[src/hdl/sic_pkg.sv]
// Shared types, codes and defaults for the scalar integer core.
package sic_pkg;

  localparam int XLEN          = 32;
  localparam int PC_W          = 26;
  localparam int REG_IDX_W     = 5;
  localparam int IMM_W         = 16;
  localparam int MEM_WORDS_DEF = 1024;
  localparam int REG_COUNT_DEF = 32;

  typedef enum logic [3:0] {
    MODE_ADDI = 4'd0,
    MODE_SUBI = 4'd1,
    MODE_LW   = 4'd2,
    MODE_SW   = 4'd3,
    MODE_BEQ  = 4'd4,
    MODE_BNE  = 4'd5,
    MODE_BGT  = 4'd6,
    MODE_BLT  = 4'd7,
    MODE_J    = 4'd8,
    MODE_MOV  = 4'd9,
    MODE_LI   = 4'd10,
    MODE_ADD  = 4'd11,
    MODE_SUB  = 4'd12,
    MODE_MUL  = 4'd13,
    MODE_DIV  = 4'd14,
    MODE_HALT = 4'd15
  } mode_t;

  typedef enum logic [1:0] {
    FAULT_NONE = 2'd0,
    FAULT_ADDR = 2'd1,
    FAULT_DIV0 = 2'd2
  } fault_t;

  typedef struct packed {
    mode_t                        mode;
    logic [REG_IDX_W-1:0]         dest_reg;
    logic [REG_IDX_W-1:0]         src_reg_a;
    logic [REG_IDX_W-1:0]         src_reg_b;
    logic signed [IMM_W-1:0]      immediate;
    logic [PC_W-1:0]              jump_target;
  } in_t;

  typedef struct packed {
    logic [PC_W-1:0]              next_pc;
    logic signed [XLEN-1:0]       write_value;
    logic                         halted;
    fault_t                       fault;
  } out_t;

  // Request and response of the multiply/divide unit.
  typedef struct packed {
    logic start;
    logic is_div;
  } mdu_req_t;

  typedef struct packed {
    logic            done;
    logic [XLEN-1:0] result;
  } mdu_rsp_t;

endpackage

[src/hdl/sic_alu.sv]
// Shared 33-bit signed adder/subtractor for arithmetic, addresses and compares.
module sic_alu (
  input  logic [sic_pkg::XLEN-1:0] x,
  input  logic [sic_pkg::XLEN-1:0] y,
  input  logic                     sub,
  output logic [sic_pkg::XLEN:0]   res
);

  logic [sic_pkg::XLEN:0] xe;
  logic [sic_pkg::XLEN:0] ye;

  // Sign-extend by one bit so the sum never overflows.
  assign xe  = {x[sic_pkg::XLEN-1], x};
  assign ye  = {y[sic_pkg::XLEN-1], y};
  assign res = sub ? (xe - ye) : (xe + ye);

endmodule

[config.mk]
export PLATFORM = sky130hd
export DESIGN_NAME = sic_alu
export DESIGN_NICKNAME = d
export VERILOG_FILES = /design/src/hdl/sic_pkg.sv /design/src/hdl/sic_alu.sv
export SDC_FILE = /design/constraint.sdc
export NUM_CORES = 1
export LEC_CHECK = 0
export ABC_CLOCK_PERIOD_IN_PS = 9900
export BUFFER_PORTS_ARGS = -buffer_cell sky130_fd_sc_hd__buf_2
export CORE_UTILIZATION = 45
export DETAILED_ROUTE_END_ITERATION = 16
export GPL_ROUTABILITY_DRIVEN = 1
export GPL_TIMING_DRIVEN = 0
export PLACE_DENSITY_LB_ADDON = 0.25
export SYNTH_ARGS = -nofsm -noshare
export SYNTH_HDL_FRONTEND = slang
export SYNTH_SLANG_ARGS = --single-unit
[constraint.sdc]
create_clock -name vclk -period 9.9
set_input_delay 1.98 -clock vclk [all_inputs]
set_output_delay 1.98 -clock vclk [all_outputs]
set_load 0.005 [all_outputs]
* Word-level counts from Yosys, hierarchy flattened *
Cells that the tools add are included.

word-level totals
  register bits = 0
  word-level logic and storage cells = 3
  input port bits = 65

operators by class
  add/sub/neg operators = 2
  multiplexer cells = 1

operator list
  kind            number
  $add 32x32->33  1
  $mux 33         1
  $sub 32x32->33  1

* Logic depth before layout (Yosys ltp) *
  word-level depth = 2
  gate-level depth with buffers = 16
  depth with buffers taken out = 15

* Worst setup path after synthesis *
Ideal clock, no wire load.

  kind = input to output
  from = input port y[2] (netlist name)
  to = output port res[32] (netlist name)
  buffers on the path = 0
  arrival = 5.288 ns
  required time = 7.920 ns
  cell stages on the path = 13
  setup slack = 2.632 ns
  cell sequence = or4_1 nor3_1 nand2_1 o41ai_1 xor2_1 ha_1 a21o_1 a21o_1 or3_1 or3_1 a221o_1 a21oi_1 xnor2_1

between the ends
  longest elaborated chain between the ends = 2

ends and longest elaborated chain
  item                                              RTL line       source
  start, declared                                   sic_alu.sv:4   input logic [sic_pkg::XLEN-1:0] y,
  $add 32x32->33 or $sub 32x32->33 (tied branches)  sic_alu.sv:15  assign res = sub ? (xe - ye) : (xe + ye);
  $mux 33 *                                         sic_alu.sv:15
  end, declared                                     sic_alu.sv:6   output logic [sic_pkg::XLEN:0] res

Mark *: on every way between the ends. The rest lies on a longest branch, timed or not.

* Worst setup path in the final report *
  from = input port y[2] (netlist name)
  to = output port res[28] (netlist name)

The elaborated chain is that of the path after synthesis.

==> metrics.txt <==
CP endpoint kind output port; Pleak 1.400 nW; worst-margin pin slew 718.5 ps; post-DP HPWL approximately 6 mm; crit path kind primary input to output port; GRT overflow 0; std cell rows 26; Residual DRC 0; fin nets between 500 and 600; most common cell after layout, fill and taps aside buf_2; area of the multi-input gates about 2300 um2; Via Count between 2000 and 3000; cts hold-fix bufs 0; Peak Freq approximately 120 MHz; max cap viols 0; crit path max-delay cell type or4_1; DR vias/cell 5.706; fin util 0.5847; Slew Limit Fails 0; layout cell share with drive strength beyond 1 0.2455; final setup vio count 0; min-delay worst type primary input to output port; Critical Path Fanout Max 5; first-pass GRT wire length 11.29 mm; Die H 75.45 um; Die Width 75.45 um; # diodes 0; initial antenna violation count 0; IO Port Bufs 98; WP data arrival 6150 ps; vias in the first global route 2566; fin crit share 0.8208; WL/cell ~13 um; sequential cell count 0; CP top delay family simple AND/OR/NAND/NOR gates; Synth Warn # 0; total track usage 0.2454; crit path cell chain buf_2 > or4_1 > nor3_1 > nand2_1 > o41ai_1 > xor2_1 > ha_1 > a21o_1 > a21o_1 > or3_1 > nor3_1 > o21ai_1 > a311oi_1 > xnor2_1 > buf_2; Worst setup SP type primary input; Avg Synthesized Cell Area 7.015 um2; register area share after synthesis 0; worst vdd ir about 0.057 mV; final instance area roughly 3000 um2; Syn Nets 445; Tmin final 8126 ps; io pins 98; status finished clean; flip-flop and latch area 0 um2; Post-Route WL 6.861 mm; routability cong. 0.9067; area post-placement 3005 um2; pre-CTS WS 1829 ps; starting density of the core 0.4722; Core ar. 5140 um2; post_cts resized 0; most frequent cells in the layout buf_2 (99), xnor2_1 (43), a21oi_1 (41), nor2_1 (38), ha_1 (33); pwr dens 88.68 nW/um2; largest net degree at the start of global routing 11; Req. time, crit path ~8000 ps; Worst slew margin 0.5210; synthesized area 2427 um2; cell count after synthesis 346; min setup slack post-route 1774 ps; Hold Fails Final Rpt 0; RSZ-0062 raised after global routing false; Tot Pwr 0.2665 mW; clock buffers 0; die area approximately 5700 um2; drt first pass iters 5; initial drt markers 191; Setup TNS Final 0 ps; FILL cells 555; Post-CTS Repair Setup Buffers 0; CP bufs+invs 2; CP max stage delay 600 ps; Synth cell types 52; Area growth syn-to-layout 23.81%; DRT antenna net count 0
## kinds of logic (layout without fill, tap and decap cells)
kind of cell             Yosys count  after routing  synth area share
multiplexers                       3              3           0.01289
buffers and inverters             21            119           0.03299
AO/OA/AOI/OAI                    109            109            0.2933
XOR/XNOR                          59             59            0.2160
adder cells (fa/ha/maj)           34             34            0.1784
AND/OR/NAND/NOR                  120            120            0.2665
## Yosys cell counts, types with 2 or more instances
| cell | instances | area, um2 |
|---|---|---|
| a211o_1 | 2 | 17.52 |
| a211oi_1 | 5 | 37.54 |
| a21o_1 | 12 | 90.09 |
| a21oi_1 | 41 | 205.2 |
| a221o_1 | 2 | 20.02 |
| a221oi_1 | 3 | 26.28 |
| a311oi_1 | 3 | 26.28 |
| a31oi_1 | 4 | 25.02 |
| and2_1 | 2 | 12.51 |
| and3_1 | 5 | 31.28 |
| clkbuf_1 | 7 | 26.28 |
| ha_1 | 33 | 412.9 |
| inv_1 | 12 | 45.04 |
| mux2i_1 | 2 | 20.02 |
| nand2_1 | 22 | 82.58 |
| nand2b_1 | 6 | 37.54 |
| nand3_1 | 6 | 30.03 |
| nand4_1 | 4 | 25.02 |
| nor2_1 | 38 | 142.6 |
| nor2b_1 | 3 | 18.77 |
| nor3_1 | 7 | 35.03 |
| nor3b_1 | 3 | 22.52 |
| nor4_1 | 7 | 43.79 |
| o211ai_1 | 2 | 15.01 |
| o21a_1 | 4 | 30.03 |
| o21ai_0 | 12 | 60.06 |
| o21ai_1 | 2 | 10.01 |
| o21bai_1 | 2 | 15.01 |
| o31ai_1 | 4 | 30.03 |
| o41ai_1 | 5 | 43.79 |
| or3_1 | 6 | 37.54 |
| or4_1 | 2 | 15.01 |
| or4_4 | 3 | 33.78 |
| xnor2_1 | 43 | 376.6 |
| xor2_1 | 15 | 131.4 |
## path summary, 6_finish.rpt
path	slack [ps]	cells after the start	from	end
max	1770	15	y[2]	res[28]
min	4330	4	y[0]	res[0]
## power by group
group          switching, mW  internal, mW
Combinational          0.142         0.124
Sequential                 0             0
Clock                      0             0
Total                  0.142         0.124
## metal layers
metal	routed length, um	vias to the layer above	GRT usage
met5	0	-	0
met4	76	0	0.03498
met3	453	8	0.01852
met2	3099	114	0.4077
met1	3231	1317	0.3536
li1	-	1494	-
## final cells by class
cell class,count,share of cell area
multi-input combinational,325,0.7810
tap,70,0.02914
inverter,12,0.01499
buffer,9,0.01166
timing repair buffer,98,0.1632
## worst min-delay path, cell delays in order
cell and delay [ps]:
buf_2 110, ha_1 130, inv_1 30, buf_2 110
## per-stage QoR
| stage | hold WS [ps] | instances |
|---|---|---|
| floorplan | 4101 | 346 |
| global placement | 4331 | 514 |
| detailed placement | 4334 | 514 |
| CTS | 4336 | 514 |
| global route | 4371 | 514 |
| finish | 4333 | 514 |
Note: power is estimated with default switching activity, not from simulation.
