[src/hdl/sic_pkg.sv]
// Shared types, codes and defaults for the scalar integer core.
package sic_pkg;

  localparam int XLEN          = 32;
  localparam int PC_W          = 26;
  localparam int REG_IDX_W     = 5;
  localparam int IMM_W         = 16;
  localparam int MEM_WORDS_DEF = 1024;
  localparam int REG_COUNT_DEF = 32;

  typedef enum logic [3:0] {
    MODE_ADDI = 4'd0,
    MODE_SUBI = 4'd1,
    MODE_LW   = 4'd2,
    MODE_SW   = 4'd3,
    MODE_BEQ  = 4'd4,
    MODE_BNE  = 4'd5,
    MODE_BGT  = 4'd6,
    MODE_BLT  = 4'd7,
    MODE_J    = 4'd8,
    MODE_MOV  = 4'd9,
    MODE_LI   = 4'd10,
    MODE_ADD  = 4'd11,
    MODE_SUB  = 4'd12,
    MODE_MUL  = 4'd13,
    MODE_DIV  = 4'd14,
    MODE_HALT = 4'd15
  } mode_t;

  typedef enum logic [1:0] {
    FAULT_NONE = 2'd0,
    FAULT_ADDR = 2'd1,
    FAULT_DIV0 = 2'd2
  } fault_t;

  typedef struct packed {
    mode_t                        mode;
    logic [REG_IDX_W-1:0]         dest_reg;
    logic [REG_IDX_W-1:0]         src_reg_a;
    logic [REG_IDX_W-1:0]         src_reg_b;
    logic signed [IMM_W-1:0]      immediate;
    logic [PC_W-1:0]              jump_target;
  } in_t;

  typedef struct packed {
    logic [PC_W-1:0]              next_pc;
    logic signed [XLEN-1:0]       write_value;
    logic                         halted;
    fault_t                       fault;
  } out_t;

  // Request and response of the multiply/divide unit.
  typedef struct packed {
    logic start;
    logic is_div;
  } mdu_req_t;

  typedef struct packed {
    logic            done;
    logic [XLEN-1:0] result;
  } mdu_rsp_t;

endpackage

[src/hdl/sic_mdu.sv]
// Iterative multiply and signed divide unit, one bit per cycle.
module sic_mdu (
  input  logic                     clk,
  input  logic                     rst_n,
  input  sic_pkg::mdu_req_t        req,
  input  logic [sic_pkg::XLEN-1:0] opa,
  input  logic [sic_pkg::XLEN-1:0] opb,
  output sic_pkg::mdu_rsp_t        rsp
);

  localparam int XL  = sic_pkg::XLEN;
  localparam int CW  = $clog2(XL);

  logic          busy_r, busy_nxt;
  logic          done_r, done_nxt;
  logic [CW-1:0] cnt_r, cnt_nxt;
  logic          div_r, div_nxt;
  logic          neg_r, neg_nxt;
  logic [XL-1:0] acc_r, acc_nxt;
  logic [XL-1:0] x_r, x_nxt;
  logic [XL-1:0] y_r, y_nxt;
  logic [XL-1:0] rem_sh;
  logic [XL:0]   diff;

  // For division acc holds the remainder, x the divisor and y the
  // dividend shifting out while quotient bits shift in.
  assign rem_sh = {acc_r[XL-2:0], y_r[XL-1]};
  assign diff   = {1'b0, rem_sh} - {1'b0, x_r};

  always_comb begin
    busy_nxt = busy_r;
    done_nxt = 1'b0;
    cnt_nxt  = cnt_r;
    div_nxt  = div_r;
    neg_nxt  = neg_r;
    acc_nxt  = acc_r;
    x_nxt    = x_r;
    y_nxt    = y_r;
    if (req.start) begin
      busy_nxt = 1'b1;
      cnt_nxt  = CW'(XL - 1);
      div_nxt  = req.is_div;
      acc_nxt  = '0;
      if (req.is_div) begin
        neg_nxt = opa[XL-1] ^ opb[XL-1];
        x_nxt   = opb[XL-1] ? (~opb + XL'(1)) : opb;
        y_nxt   = opa[XL-1] ? (~opa + XL'(1)) : opa;
      end else begin
        neg_nxt = 1'b0;
        x_nxt   = opa;
        y_nxt   = opb;
      end
    end else if (busy_r) begin
      if (div_r) begin
        if (!diff[XL]) begin
          acc_nxt = diff[XL-1:0];
          y_nxt   = {y_r[XL-2:0], 1'b1};
        end else begin
          acc_nxt = rem_sh;
          y_nxt   = {y_r[XL-2:0], 1'b0};
        end
      end else begin
        if (y_r[0]) begin
          acc_nxt = acc_r + x_r;
        end
        x_nxt = {x_r[XL-2:0], 1'b0};
        y_nxt = {1'b0, y_r[XL-1:1]};
      end
      cnt_nxt = cnt_r - CW'(1);
      if (cnt_r == '0) begin
        busy_nxt = 1'b0;
        done_nxt = 1'b1;
      end
    end
  end

  always_ff @(posedge clk) begin
    if (!rst_n) begin
      busy_r <= 1'b0;
      done_r <= 1'b0;
    end else begin
      busy_r <= busy_nxt;
      done_r <= done_nxt;
    end
  end

  always_ff @(posedge clk) begin
    cnt_r <= cnt_nxt;
    div_r <= div_nxt;
    neg_r <= neg_nxt;
    acc_r <= acc_nxt;
    x_r   <= x_nxt;
    y_r   <= y_nxt;
  end

  assign rsp.done   = done_r;
  assign rsp.result = div_r ? (neg_r ? (~y_r + XL'(1)) : y_r) : acc_r;

endmodule

[config.mk]
export PLATFORM = sky130hd
export DESIGN_NAME = sic_mdu
export DESIGN_NICKNAME = d
export VERILOG_FILES = /design/src/hdl/sic_pkg.sv /design/src/hdl/sic_mdu.sv
export SDC_FILE = /design/constraint.sdc
export NUM_CORES = 1
export LEC_CHECK = 0
export ABC_CLOCK_PERIOD_IN_PS = 5610
export BUFFER_PORTS_ARGS = -buffer_cell sky130_fd_sc_hd__buf_2
export CAP_MARGIN = 5
export CORE_MARGIN = 2
export CORE_UTILIZATION = 39
export CTS_BUF_LIST = sky130_fd_sc_hd__clkbuf_2
export DETAILED_ROUTE_END_ITERATION = 7
export PLACE_DENSITY = 0.55
export REMOVE_ABC_BUFFERS = 1
export SYNTH_ARGS = -nofsm -noshare
export SYNTH_HDL_FRONTEND = slang
export SYNTH_SLANG_ARGS = --single-unit
[constraint.sdc]
create_clock -name clk -period 5.61 [get_ports clk]
set_input_delay 0.561 -clock clk [delete_from_list [all_inputs] [get_ports clk]]
set_output_delay 0.561 -clock clk [all_outputs]
set_load 0.03 [all_outputs]
# Word level (Yosys, flattened, before mapping)
# Index checks and enable logic that the tools add are counted.
op_classes:
  n_addsub: 6
  multipliers: 0
  div: 0
  n_lt_le_gt_ge: 0
  eq_ne: 1
  shifts: 0
  muxes: 20
  bitwise: 6
  reduce_logical: 6
op_table:
  columns: ["op", "n"]
  rows:
  - ["$mux W32", 15]
  - ["$add A32 B1 Y32 const B", 3]
  - ["$not A32 Y32", 3]
  - ["$sub A32 B32 Y33", 1]
  - ["$add A32 B32 Y32", 1]
  - ["$logic_not A5 Y1", 1]
  - ["$mux W1", 5]
  - ["$sub A5 B1 Y5 const B", 1]
  - ["$reduce_and A2 Y1", 2]
  - ["$reduce_bool A2 Y1", 2]
  - ["$reduce_or A3 Y1", 1]
  - ["$ne A2 B2 Y1 const B", 1]
  - ["$not A1 Y1", 2]
  - ["$xor A1 B1 Y1", 1]
totals:
  regBits: 105
  latchBits: 0
  mem_bits_rw: 0
  mem_bits_ro: 0
  inputBits: 68
  wordCells: 47
  n_memories: 0

# Logic depth before layout (Yosys ltp)
depth:
  ltp_word: 5
  depth_mapped: 15
  ltp_nobuf: 12

# Least setup slack after synthesis
# No wires, ideal clock.
synth_timing:
  path_kind: "reg-to-output"
  startpoint: "register y_r[10]"
  endpoint: "output rsp[29] (netlist name)"
  arrival_ns: 3.497
  t_required_ns: 5.049
  slack_ns: 1.552
  path_stages_with_launch: 10
  path_cell_list: "edfxtp_1 or4_4 or3_1 or2_1 or3_4 or3_4 or4_4 o41ai_2 xor2_1 a21oi_1"
synth_lines:
  columns: ["item", "line_no", "source"]
  rows:
  - ["start, declared", "sic_mdu.sv:21", "logic [XL-1:0] y_r, y_nxt;"]
  - ["start signal, assigned", "sic_mdu.sv:93", "y_r <= y_nxt;"]
  - ["end, declared", "sic_mdu.sv:8", "output sic_pkg::mdu_rsp_t rsp"]

==> results.txt <==
----------------------------------------------------
[Job]
  Max-capacitance violation count ... 0

[Clocking]
  Skew-Pair Late Insertion Delay ... 0.69 ns
  Clock tree from TritonCTS ... yes
  CTS max path bufs ... 2
  Hold buffer count at cts ... 0
  Number of clock buffers inserted by TritonCTS ... 9
  CTS Sinks ... 105
  Number of buffers inserted to repair setup after CTS ... 0
  Number of levels the H-tree was split into ... 3
  Number of resized instances in the post-cts repair step ... 0
  CTS clk-pin slew, worst paths ... 0.33 ns
  Root buffer cell ... sky130_fd_sc_hd__clkbuf_2

[Synth]
  Xor-xnor portion of the synthesized cell area ... 10.8%
  Primary flip-flop cell chosen by synthesis mapping ... sky130_fd_sc_hd__edfxtp_1
  Post-synth ARST share ... 0%
  Dominant combinational cell family by area after synthesis ... compound AO/OA/AOI/OAI gates
  Cell type contributing the most total cell area after synthesis ... sky130_fd_sc_hd__edfxtp_1
  Synth Cell Area ... 0.0111 mm²
  Top-area cell type share of the netlist area ... 17.8%
  Top cell types by occurrence after synthesis ... sky130_fd_sc_hd__nand2_1 (166), sky130_fd_sc_hd__o21ai_0 (154), sky130_fd_sc_hd__xor2_1 (105)
  Number of enable-type register cells in the synthesized netlist ... 66
  Leading cell type by number of instances after synthesis ... sky130_fd_sc_hd__nand2_1
  Gate count of the mapped netlist ... 1428
  Simple-gate share of the synthesized area ... 17.1%
  Post-synthesis register bit count ... 105
  Netlist cell types ... 66
  Top cells by area in the synthesized netlist ... sky130_fd_sc_hd__edfxtp_1 (18%), sky130_fd_sc_hd__xor2_1 (8.3%), sky130_fd_sc_hd__ha_1 (7.5%)
  Count of yosys warnings during synthesis ... 0
  Area fraction in compound gates after synthesis ... 30.2%
  Mux contribution to synthesized area ... 4.55%
  Mapped Avg Cell Area ... 7.80 µm²
  Share of synthesized area occupied by flip-flops and latches ... 24.8%
  Adder and majority cell fraction of the synthesized area ... 7.88%

[Floorplan]
  Die Y ... 173 µm
  Area of the die ... 0.0299 mm²
  Top-level port count ... 101
  Core area ... 0.0279 mm²
  Site Rows ... 61
  Chip width ... 173 µm
  Initial standard-cell utilization of the core ... 39.9%

[Routing]
  Met1 Routed Length ... 18200 µm
  Remaining number of nets flagged by the antenna check after routing ... 0
  Routed via count ... 10658
  First-pass detailed-route iteration total ... 5
  WL met3 ... 1480 µm
  Number of remaining DRC errors ... 0
  Routed len/inst ... 19.0 µm
  Via/cell ratio ... 5.76
  Post-detailed-routing wire length ... 35200 µm
  Iter 0 DRT Violations ... 999
  Met2 Wirelength ... 15000 µm
  Top routing layer used ... met4

[Timing]
  Setup TNS ... 0 ns
  Fmax ... 204 MHz
  Setup repair after global routing missed its margin ... false
  Final period utilization ... 87.2%
  Final-report setup violation count ... 0
  Post-route clock skew ... 0.0893 ns
  Count of final max-slew check failures ... 0
  Worst Max-Slew Pin Slew ... 1.10 ns
  Final Hold Vio Count ... 0
  Minimum period implied by the final worst setup slack ... 4.89 ns
  Worst-case headroom to the max-slew limit ... 25.9%
  Tightest hold margin ... 0.0850 ns

[Place]
  Routability congestion estimate from global placement ... 0.935
  Post-DP HPWL ... 26800 µm
  IO buf count ... 100

[Worst setup path]
  Setup slack on the worst flop-to-flop path ... 1.56 ns
  Worst Setup EP ... rsp[28]
  Reg2reg start ... y_r[31]$_DFFE_PP_
  Worst Setup SP ... y_r[8]$_DFFE_PP_
  Crit path capture type ... output pin
  Startpoint class of the critical path ... register
  Setup CP Type ... register to output pin
  Data arrival at the endpoint of the critical path ... 4.33 ns
  Number of cells on the worst reg-to-reg path ... 13
  Peak fanout along the critical path ... 6
  Worst path required time ... 5.05 ns
  Reg2reg end ... acc_r[4]$_SDFFE_PP0P_

[Finish]
  Area growth syn-to-layout ... 7.84%
  Final layout net count ... 1603
  Share of post-route cells with drive strength above 1 ... 10.9%
  Number of fillers in the final layout ... 2968
  Final core utilization ... 43.0%

[Pwr]
  Pwr/cell area ... 232 mW/mm²
  Leakage Power ... 5.12 nW
  Maximum VDD drop ... 0.102 mV

[Global routing]
  Antenna violations before repair ... 1
  First-pass GRT wire length ... 56300 µm
  Pin count of the biggest net entering global routing ... 89
  Vias in the first global route ... 9951
  Residual overflow from global routing ... 0
  Overall track demand over capacity in global routing ... 23.2%

[Status]
  Outcome ... finished, final reports clean

[Min path]
  Min-delay worst type ... input port to register

----------------------------------------------------
[placed cells by master (no fill, tap or decap), drive strengths merged, types with 13 or more instances in the layout]
master    n
nand2   166
o21ai   155
buf     110
xor2    105
a21oi    99
nor2     95
ha       67
edfxtp   66
o211ai   62
inv      55
a21o     47
mux2i    45
dfxtp    39
xnor2    32
o31ai    32
or3      23
a211oi   22
nand3    19
nor3     17
a31oi    16
nand2b   13
o41ai    13
[report_power, final]
| group | internal [mW] | switching, mW | leakage, nW |
|---|---|---|---|
| sequential | 0.924 | 0.119 | 0.988 |
| combinational | 0.505 | 0.833 | 4.07 |
| clock | 0.106 | 0.306 | 0.0662 |
[how the worst min path moves through the flow]
stage	cells after the start	slack [ns]	start	endpoint
floorplan	1	0.43	cnt_r[4]$_SDFFE_PP1P_	done_r$_SDFF_PP0_
global placement	1	0.45	cnt_r[4]$_SDFFE_PP1P_	done_r$_SDFF_PP0_
detailed placement	1	0.45	cnt_r[4]$_SDFFE_PP1P_	done_r$_SDFF_PP0_
CTS	3	0.04	rst_n	done_r$_SDFF_PP0_
global route	2	0.04	rst_n	busy_r$_SDFF_PN0_
finish	3	0.08	rst_n	done_r$_SDFF_PP0_
[cell type report]
class	count	area [µm²]	share of cell area [%]
diodes	1	2.50	0.0208
clock buffers	10	50.0	0.416
clock inverters	6	66.3	0.552
inverters	55	206	1.72
multi-input cells	1185	7860	65.4
flip-flops and latches	105	2760	23.0
well taps	378	473	3.94
repair buffers	110	593	4.93
[per-stage QoR]
step	setup WS [ns]	area (µm²)	total power, mW	cells
6_report	0.719	12000	2.79	1850
5_1_grt	0.450	12000	2.98	1850
4_1_cts	0.664	12000	2.78	1849
2_1_floorplan	0.698	10800	1.96	1345
3_3_place_gp	1.53	11900	2.37	1833
3_5_place_dp	1.46	11900	2.37	1833
[kinds of logic (layout without fill, tap and decap cells)]
kind of cell,Yosys count,after routing
compound gates,520,520
xor+xnor,137,137
fa+ha+maj,69,69
buf+inv,138,181
flops,105,105
mux,50,50
other cells,0,1
simple gates,409,409
[critical path, stage by stage (launching register included)]
cell,delay (ns)
sky130_fd_sc_hd__edfxtp_1,0.56
sky130_fd_sc_hd__or4_4,0.54
sky130_fd_sc_hd__or3_1,0.33
sky130_fd_sc_hd__or3_1,0.37
sky130_fd_sc_hd__or3_1,0.38
sky130_fd_sc_hd__or2_1,0.26
sky130_fd_sc_hd__or4_1,0.47
sky130_fd_sc_hd__o31ai_1,0.28
sky130_fd_sc_hd__xor2_1,0.19
sky130_fd_sc_hd__a21oi_1,0.08
sky130_fd_sc_hd__buf_2,0.22
[sequential cells by signal, indices dropped and copies added (netlist names)]
| register | cells |
|---|---|
| done_r | 1 |
| cnt_r | 5 |
| neg_r | 1 |
| y_r | 32 |
| busy_r | 1 |
| x_r | 32 |
| acc_r | 32 |
| div_r | 1 |
[metal layers]
| metal | GRT usage (%) | up-vias |
|---|---|---|
| met5 | 0 | - |
| met3 | 2.00 | 25 |
| met1 | 35.7 | 5003 |
| met2 | 35.2 | 275 |
| li1 | - | 5355 |
| met4 | 4.84 | 0 |
Note: power is estimated with default switching activity, not from simulation.
